## config.mk

```make
export PLATFORM = sky130hd
export DESIGN_NAME = module_event_deframer_link_tracker_flat
export DESIGN_NICKNAME = d
export VERILOG_FILES = /design/src/design/evdf_pkg.sv /design/src/design/evdf_if.sv /design/src/design/module_event_deframer_link_tracker.sv /design/src/design/evdf_parse.sv /design/src/design/evdf_outbuf.sv /design/src/flat_wrapper.sv
export SDC_FILE = /design/constraint.sdc
export NUM_CORES = 1
export LEC_CHECK = 0
export BUFFER_PORTS_ARGS = -buffer_cell sky130_fd_sc_hd__buf_2
export CAP_MARGIN = 20
export CELL_PAD_IN_SITES_DETAIL_PLACEMENT = 1
export CELL_PAD_IN_SITES_GLOBAL_PLACEMENT = 1
export CORE_ASPECT_RATIO = 1.25
export CORE_MARGIN = 3
export CORE_UTILIZATION = 53
export DETAILED_ROUTE_END_ITERATION = 6
export HOLD_SLACK_MARGIN = 0.06
export PLACE_DENSITY_LB_ADDON = 0.1
export REMOVE_ABC_BUFFERS = 1
export SLEW_MARGIN = 30
export SYNTH_ARGS = -nofsm -noshare
export SYNTH_HDL_FRONTEND = slang
export SYNTH_SLANG_ARGS = --single-unit
```

## constraint.sdc

```tcl
create_clock -name clk_i -period 5.1 [get_ports clk_i]
set_input_delay 0.255 -clock clk_i [delete_from_list [all_inputs] [get_ports clk_i]]
set_output_delay 0.255 -clock clk_i [all_outputs]
set_load 0.02 [all_outputs]
```

## src/design/evdf_pkg.sv

```systemverilog
// Shared types and constants for the event deframer and link tracker.
`default_nettype none
package evdf_pkg;

  typedef enum logic [3:0] {
    PH_HUNT = 4'b0001,
    PH_TYPE = 4'b0010,
    PH_LEN  = 4'b0100,
    PH_BODY = 4'b1000
  } evdf_phase_e;

  localparam logic [7:0] START_BYTE  = 8'h02;
  localparam logic [7:0] KIND_ONLINE = 8'h00;
  localparam logic [7:0] KIND_STATUS = 8'h02;
  localparam logic [7:0] KIND_OFF_A  = 8'h03;
  localparam logic [7:0] KIND_OFF_B  = 8'h05;
  localparam logic [7:0] KIND_ACK    = 8'h06;
  localparam logic [7:0] KIND_SPP    = 8'h07;
  localparam logic [7:0] KIND_BLE    = 8'h08;
  localparam logic [7:0] MASK_UP     = 8'h30;
  localparam logic [7:0] MASK_BLE    = 8'h20;

  typedef struct packed {
    logic       data_valid;
    logic [7:0] data_byte;
    logic       data_last;
    logic       link_online;
    logic       link_ble;
    logic       ack_valid;
    logic [7:0] ack_command;
    logic [7:0] ack_result;
  } evdf_res_t;

endpackage
`default_nettype wire

```

## src/design/evdf_if.sv

```systemverilog
// Channel interfaces: received byte requests in, deframed results out.
`default_nettype none
interface evdf_in_if;
  logic       valid;
  logic       ready;
  logic [7:0] rx_byte;
  modport source (output valid, output rx_byte, input ready);
  modport sink   (input valid, input rx_byte, output ready);
endinterface

interface evdf_out_if;
  logic       valid;
  logic       ready;
  logic       data_valid;
  logic [7:0] data_byte;
  logic       data_last;
  logic       link_online;
  logic       link_ble;
  logic       ack_valid;
  logic [7:0] ack_command;
  logic [7:0] ack_result;
  modport source (output valid, output data_valid, output data_byte, output data_last,
                  output link_online, output link_ble, output ack_valid,
                  output ack_command, output ack_result, input ready);
  modport sink   (input valid, input data_valid, input data_byte, input data_last,
                  input link_online, input link_ble, input ack_valid,
                  input ack_command, input ack_result, output ready);
endinterface
`default_nettype wire

```

## src/design/module_event_deframer_link_tracker.sv

```systemverilog
// Top level: input register, frame parser, result buffer.
//
//   channel   dir   payload                                   flow control
//   in_if     in    rx_byte                                   valid / ready
//   out_if    out   data_*, link_online, link_ble, ack_*      valid / ready
//
// One request per cycle sustained while the result buffer has space; a result passes through the input
// register and then the result buffer before it is valid on the output.
// The parser state advances only when the registered byte moves into the result buffer.
// Reset clears the parser to hunting, the link to offline SPP and the ack fields to zero.
// Two results can wait on a stalled output while one more byte sits in the input register.
`default_nettype none
module module_event_deframer_link_tracker (
  input  wire logic   clk_i,
  input  wire logic   rst_ni,
  evdf_in_if.sink     in_if,
  evdf_out_if.source  out_if
);
  import evdf_pkg::*;

  logic       in_valid_q;
  logic [7:0] in_byte_q;
  logic       space;
  logic       adv;
  evdf_res_t  res;

  assign adv         = in_valid_q && space;
  assign in_if.ready = !in_valid_q || adv;

  always_ff @(posedge clk_i or negedge rst_ni) begin
    if (!rst_ni) begin
      in_valid_q <= 1'b0;
    end else if (in_if.ready) begin
      in_valid_q <= in_if.valid;
    end
  end

  always_ff @(posedge clk_i) begin
    if (in_if.valid && in_if.ready) in_byte_q <= in_if.rx_byte;
  end

  evdf_parse u_parse (
    .clk_i  (clk_i),
    .rst_ni (rst_ni),
    .adv_i  (adv),
    .byte_i (in_byte_q),
    .res_o  (res)
  );

  evdf_outbuf u_outbuf (
    .clk_i   (clk_i),
    .rst_ni  (rst_ni),
    .wr_i    (adv),
    .res_i   (res),
    .space_o (space),
    .out_if  (out_if)
  );

endmodule
`default_nettype wire

```

## src/design/evdf_parse.sv

```systemverilog
// Frame parser and link state: one byte per advance, result formed combinationally.
`default_nettype none
module evdf_parse (
  input  wire logic              clk_i,
  input  wire logic              rst_ni,
  input  wire logic              adv_i,
  input  wire logic [7:0]        byte_i,
  output evdf_pkg::evdf_res_t    res_o
);
  import evdf_pkg::*;

  evdf_phase_e phase_q, phase_d;
  logic [7:0]  kind_q, kind_d;
  logic [7:0]  len_q, len_d;
  logic [7:0]  pos_q, pos_d;
  logic [7:0]  pend_q, pend_d;
  logic        online_q, online_d;
  logic        ble_q, ble_d;
  logic [7:0]  ackc_q, ackc_d;
  logic [7:0]  ackr_q, ackr_d;
  logic        last;
  logic        dv, dl, av;

  assign last = ({1'b0, pos_q} + 9'd1) >= {1'b0, len_q};

  always_comb begin
    phase_d  = phase_q;
    kind_d   = kind_q;
    len_d    = len_q;
    pos_d    = pos_q;
    pend_d   = pend_q;
    online_d = online_q;
    ble_d    = ble_q;
    ackc_d   = ackc_q;
    ackr_d   = ackr_q;
    dv       = 1'b0;
    dl       = 1'b0;
    av       = 1'b0;
    case (phase_q)
      PH_HUNT: begin
        if (byte_i == START_BYTE) phase_d = PH_TYPE;
      end
      PH_TYPE: begin
        kind_d  = byte_i;
        phase_d = PH_LEN;
      end
      PH_LEN: begin
        len_d = byte_i;
        pos_d = '0;
        if (kind_q == KIND_SPP || kind_q == KIND_ONLINE) begin
          online_d = 1'b1;
          ble_d    = 1'b0;
        end else if (kind_q == KIND_BLE) begin
          online_d = 1'b1;
          ble_d    = 1'b1;
        end else if (kind_q == KIND_OFF_A || kind_q == KIND_OFF_B) begin
          online_d = 1'b0;
        end
        phase_d = (byte_i == 8'd0) ? PH_HUNT : PH_BODY;
      end
      PH_BODY: begin
        if (kind_q == KIND_SPP) begin
          dv = 1'b1;
          dl = last;
        end else if (kind_q == KIND_BLE) begin
          // drop the two handle bytes
          if (pos_q >= 8'd2) begin
            dv = 1'b1;
            dl = last;
          end
        end else if (kind_q == KIND_ACK) begin
          if (pos_q == 8'd0) begin
            pend_d = byte_i;
          end else if (pos_q == 8'd1) begin
            ackc_d = pend_q;
            ackr_d = byte_i;
            av     = 1'b1;
          end
        end else if (kind_q == KIND_STATUS) begin
          if (pos_q == 8'd0) begin
            if ((byte_i & MASK_UP) != 8'd0) begin
              online_d = 1'b1;
              ble_d    = (byte_i & MASK_BLE) != 8'd0;
            end else begin
              online_d = 1'b0;
            end
          end
        end
        if (last) begin
          phase_d = PH_HUNT;
          pos_d   = '0;
        end else begin
          pos_d = pos_q + 8'd1;
        end
      end
      default: phase_d = PH_HUNT;
    endcase
  end

  always_comb begin
    res_o.data_valid  = dv;
    res_o.data_byte   = dv ? byte_i : 8'd0;
    res_o.data_last   = dl;
    res_o.link_online = online_d;
    res_o.link_ble    = ble_d;
    res_o.ack_valid   = av;
    res_o.ack_command = ackc_d;
    res_o.ack_result  = ackr_d;
  end

  always_ff @(posedge clk_i or negedge rst_ni) begin
    if (!rst_ni) begin
      phase_q  <= PH_HUNT;
      kind_q   <= '0;
      len_q    <= '0;
      pos_q    <= '0;
      pend_q   <= '0;
      online_q <= 1'b0;
      ble_q    <= 1'b0;
      ackc_q   <= '0;
      ackr_q   <= '0;
    end else if (adv_i) begin
      phase_q  <= phase_d;
      kind_q   <= kind_d;
      len_q    <= len_d;
      pos_q    <= pos_d;
      pend_q   <= pend_d;
      online_q <= online_d;
      ble_q    <= ble_d;
      ackc_q   <= ackc_d;
      ackr_q   <= ackr_d;
    end
  end

endmodule
`default_nettype wire

```

## src/design/evdf_outbuf.sv

```systemverilog
// Two-entry result buffer that drives the output channel.
`default_nettype none
module evdf_outbuf (
  input  wire logic                clk_i,
  input  wire logic                rst_ni,
  input  wire logic                wr_i,
  input  wire evdf_pkg::evdf_res_t res_i,
  output logic                     space_o,
  evdf_out_if.source               out_if
);
  import evdf_pkg::*;

  evdf_res_t  mem_q [2];
  logic       wptr_q, rptr_q;
  logic [1:0] cnt_q, cnt_d;
  logic       rd;
  evdf_res_t  head;

  assign space_o = (cnt_q != 2'd2);
  assign rd      = out_if.valid && out_if.ready;
  assign head    = mem_q[rptr_q];

  always_comb begin
    cnt_d = cnt_q;
    case ({wr_i, rd})
      2'b10:   cnt_d = cnt_q + 2'd1;
      2'b01:   cnt_d = cnt_q - 2'd1;
      default: cnt_d = cnt_q;
    endcase
  end

  always_ff @(posedge clk_i or negedge rst_ni) begin
    if (!rst_ni) begin
      wptr_q <= 1'b0;
      rptr_q <= 1'b0;
      cnt_q  <= 2'd0;
    end else begin
      cnt_q <= cnt_d;
      if (wr_i) wptr_q <= ~wptr_q;
      if (rd)   rptr_q <= ~rptr_q;
    end
  end

  always_ff @(posedge clk_i) begin
    if (wr_i) mem_q[wptr_q] <= res_i;
  end

  assign out_if.valid       = (cnt_q != 2'd0);
  assign out_if.data_valid  = head.data_valid;
  assign out_if.data_byte   = head.data_byte;
  assign out_if.data_last   = head.data_last;
  assign out_if.link_online = head.link_online;
  assign out_if.link_ble    = head.link_ble;
  assign out_if.ack_valid   = head.ack_valid;
  assign out_if.ack_command = head.ack_command;
  assign out_if.ack_result  = head.ack_result;

endmodule
`default_nettype wire

```

## src/flat_wrapper.sv

```systemverilog
// flat-port wrapper written by rule: the top's interface ports become plain ports
module module_event_deframer_link_tracker_flat import evdf_pkg::*;
  (clk_i, rst_ni, in_if_valid, in_if_rx_byte, in_if_ready, out_if_valid, out_if_data_valid, out_if_data_byte, out_if_data_last, out_if_link_online, out_if_link_ble, out_if_ack_valid, out_if_ack_command, out_if_ack_result, out_if_ready);
  evdf_in_if in_if_i ();
  evdf_out_if out_if_i ();
  input  wire logic clk_i;
  input  wire logic rst_ni;
  input wire logic [$bits(in_if_i.valid)-1:0] in_if_valid;
  input wire logic [$bits(in_if_i.rx_byte)-1:0] in_if_rx_byte;
  output wire logic [$bits(in_if_i.ready)-1:0] in_if_ready;
  output wire logic [$bits(out_if_i.valid)-1:0] out_if_valid;
  output wire logic [$bits(out_if_i.data_valid)-1:0] out_if_data_valid;
  output wire logic [$bits(out_if_i.data_byte)-1:0] out_if_data_byte;
  output wire logic [$bits(out_if_i.data_last)-1:0] out_if_data_last;
  output wire logic [$bits(out_if_i.link_online)-1:0] out_if_link_online;
  output wire logic [$bits(out_if_i.link_ble)-1:0] out_if_link_ble;
  output wire logic [$bits(out_if_i.ack_valid)-1:0] out_if_ack_valid;
  output wire logic [$bits(out_if_i.ack_command)-1:0] out_if_ack_command;
  output wire logic [$bits(out_if_i.ack_result)-1:0] out_if_ack_result;
  input wire logic [$bits(out_if_i.ready)-1:0] out_if_ready;
  assign in_if_i.valid = in_if_valid;
  assign in_if_i.rx_byte = in_if_rx_byte;
  assign in_if_ready = in_if_i.ready;
  assign out_if_valid = out_if_i.valid;
  assign out_if_data_valid = out_if_i.data_valid;
  assign out_if_data_byte = out_if_i.data_byte;
  assign out_if_data_last = out_if_i.data_last;
  assign out_if_link_online = out_if_i.link_online;
  assign out_if_link_ble = out_if_i.link_ble;
  assign out_if_ack_valid = out_if_i.ack_valid;
  assign out_if_ack_command = out_if_i.ack_command;
  assign out_if_ack_result = out_if_i.ack_result;
  assign out_if_i.ready = out_if_ready;
  module_event_deframer_link_tracker u_core (.clk_i(clk_i), .rst_ni(rst_ni), .in_if(in_if_i), .out_if(out_if_i));
endmodule
```

==> key figures <==
Status
  • Run status: completed

Timing
  • Slew HR: 39.9%
  • Final worst slack: between 1500 and 2000 ps
  • Worst-margin pin slew: 902 ps
  • Tmin final: between 3000 and 4000 ps
  • Clk_skew: roughly 12 ps
  • Slew Limit Fails: 0
  • Final Hold Vio Count: 0
  • Crit share post-route: about 63%
  • Final setup vio count: 0
  • Sum Neg Setup Slack: 0 ps
  • WHS: ~180 ps
  • RSZ-0062 raised after global routing: false
  • FMAX: 313 MHz

Power
  • Sw Ratio: a little under a third
  • Total power: about 3.3 mW
  • Int Pwr: roughly 2.3 mW
  • Pwr dens: 494 nW/um^2
  • Part of the power in combinational logic: 22.9%
  • Seq pwr share: 41.4%
  • Clk pwr share: a little over a third
  • Sw power: about 1 mW
  • Max IR drop VDD: 328 uV
  • Static leakage: 2.86 nW

Clock network
  • Clk_lat worst skew: roughly 420 ps
  • CTS sink count: between 100 and 150
  • Clk pin slew, worst setup/hold paths: roughly 60 ps
  • CTS buffer count: 17
  • Clk buf depth: 2
  • Post-CTS setup buffer count: 0
  • CTS tree: built
  • # H-tree levels: 4
  • Clock tree root buffer cell: clkbuf_16

Worst setup path
  • Crit-path most repeated cell: or4_4
  • CP Class: reg2reg
  • Worst Path Max Fanout: 17
  • Critical path's top delay family: simple AND/OR/NAND/NOR gates
  • Worst setup EP type: flop
  • Critical path, cell by cell: or4_4, or3_4, or4_4, or2_1, mux2_4
  • CP required: between 5000 and 6000 ps
  • Critical path arrival: roughly 3500 ps
  • Crit path largest cell delay: between 600 and 700 ps
  • Critical Path Start Type: flop
  • WP buf/inv: 0
  • Slowest stage cell, crit path: or4_4

Layout
  • Antenna fix cells: 0
  • Post-route insts no fill: 631
  • Cell area after layout: around 6700 sq um
  • Area grow syn2layout: 17.9%
  • Final nets: 514
  • Layout cell share with drive strength beyond 1: between 30% and 40%
  • Fillers: between 1k and 1.5k
  • Core Util, Final: between 60% and 70%

Synthesis
  • Most common flop cell mapped by yosys: edfxtp_1
  • Synth Cell Area: roughly 5600 sq um
  • Post-synth EDFFs: 66
  • Post-Syn Instances: 428
  • Register area share after synthesis: between 60% and 70%
  • FFs w/ async S/R, synth: 47.2%
  • Synth warn: 0
  • Unique masters post-synth: slightly below 50
  • Mean Syn Cell Area: between 10 and 15 sq um
  • Yosys reg bits: between 100 and 150

Route
  • Final WL: between 10 and 15 mm
  • DRT Pass-1 Iters: 4
  • Starting DRT DRC Count: approximately 200
  • WL/cell: between 20 and 25 um
  • Routed vias/inst: 5.78
  • # DRC: 0
  • Post-DRT Antenna Nets: 0
  • Routed via count: roughly 3.6k

Global routing
  • Grt ovf: 0
  • Total GRT Usage: 24.3%
  • Vias in the first global route: roughly 4k
  • Initial antenna violation count: 0
  • First-pass GRT wire length: between 20 and 25 mm
  • Maximum number of pins on one net before global-route repair: 60

Floorplanning
  • Die Height: 121 um
  • Die W: 98.3 um
  • Core area: about 10,000 sq um
  • Initial Util: between 50 and 60%
  • Die area: 11,900 sq um
  • Io pins: between 40 and 50
  • Rows: 41

Flow run
  • Max-cap violation count: 0

Place
  • Cells after DPL: just under 600
  • RePlAce Congestion: 0.833
  • Dpl hpwl: 8.24 mm
  • Post-DP Area: about 6000 sq um
  • I/O Buffers: 42
  • Placement Setup Slack: ~1900 ps

Min path
  • Worst Hold Class: in2reg
-- timing repair --
action                                 4_1_cts  5_1_grt
hold buffers                                10        0
gates resized for setup                      0        0
endpoints found under the hold margin       67        0
-- cell families after synthesis --
| family | share of synthesized area [%] |
|---|---|
| compound gates | 3.83 |
| xor+xnor | 1.71 |
| fa+ha+maj | 2.88 |
| buf+inv | 2.33 |
| flops | 61.3 |
| mux | 14.8 |
| simple gates | 13.2 |
-- flip-flops by register name (all words and copies together), names as in the netlist, 2 cells and up --
signal                  flops
u_core.u_parse.ackr_q       8
u_core.u_parse.ackc_q       8
u_core.u_parse.phase_q      4
u_core.u_outbuf.cnt_q       2
u_core.u_parse.kind_q       8
u_core.in_byte_q            8
u_core.u_outbuf.mem_q      58
u_core.u_parse.pend_q       8
u_core.u_parse.pos_q        8
u_core.u_parse.len_q        8
-- power by group through the flow --
stage	Clock [mW]	Sequential [mW]	Combinational [mW]
2_1_floorplan	0	1.37	0.490
3_3_place_gp	0	1.36	0.736
3_5_place_dp	0	1.38	0.756
4_1_cts	1.19	1.36	0.770
5_1_grt	1.23	1.38	0.820
6_report	1.17	1.36	0.754
-- synthesized netlist by cell type (all sizes together) (5+ instances only) --
cell | number | area, sq um
xor2 | 5 | 43.8
dfrtp | 58 | 1450
inv | 12 | 45.0
nand2b | 6 | 37.5
nor2 | 11 | 41.3
ha | 13 | 163
mux2 | 70 | 826
o21ai | 10 | 50.1
nand2 | 70 | 263
or4 | 5 | 45.0
clkbuf | 13 | 48.8
xnor2 | 6 | 52.6
nand3 | 13 | 65.1
edfxtp | 66 | 1980
and2 | 13 | 81.3
-- cells in the final DEF, fill, tap and decap left out, types with 7 or more instances in the layout --
cell type / instances
and2_1: 13
buf_2: 42
clkbuf_16: 17
clkinvlp_4: 7
dfrtp_1: 58
dlygate4sd3_1: 10
edfxtp_1: 66
ha_1: 13
inv_1: 12
mux2_2: 60
mux2_4: 10
nand2_1: 70
nand3_1: 13
nor2_1: 10
o21ai_0: 9
-- layer usage --
layer	track usage [%]	vias up	wire length, um
met1	26.9	1847	5190
met5	0	-	0
met2	45.3	111	7590
li1	-	1660	-
met3	4.54	31	458
met4	10.6	0	342
-- worst register-to-register path, delay by kind of cell (launching register included) --
kind	cells	cell delay, ps
DFF	1	410
muxes	1	440
and+or+nand+nor	4	2250
-- cell type report --
cell class	instances	area, sq um	share of cell area [%]
inverters	12	45.0	0.676
multi-input cells	275	2060	31.0
clock buffers	18	429	6.44
repair buffers	58	355	5.34
flip-flops and latches	125	3460	51.9
well taps	129	161	2.42
clock inverters	14	145	2.18
-- worst paths after layout --
path | cells after the start | to | slack [ps] | start
min | 3 | u_core.u_outbuf.rptr_q$_DFFE_PN0P_ | 180 | out_if_ready
min reg2reg | 1 | u_core.u_parse.len_q[7]$_DFFE_PN0P_ | 500 | u_core.u_parse.len_q[7]$_DFFE_PN0P_
min in group asynchronous | 3 | u_core.u_parse.pos_q[5]$_DFFE_PN0P_ | 530 | rst_ni
max | 5 | u_core.u_parse.ackr_q[3]$_DFFE_PN0P_ | 1900 | u_core.u_parse.kind_q[5]$_DFFE_PN0P_
max in group asynchronous | 3 | u_core.u_parse.kind_q[7]$_DFFE_PN0P_ | 4040 | rst_ni
max reg2reg | 5 | u_core.u_parse.ackr_q[3]$_DFFE_PN0P_ | 1900 | u_core.u_parse.kind_q[5]$_DFFE_PN0P_
Note: power is estimated with default switching activity, not from simulation.
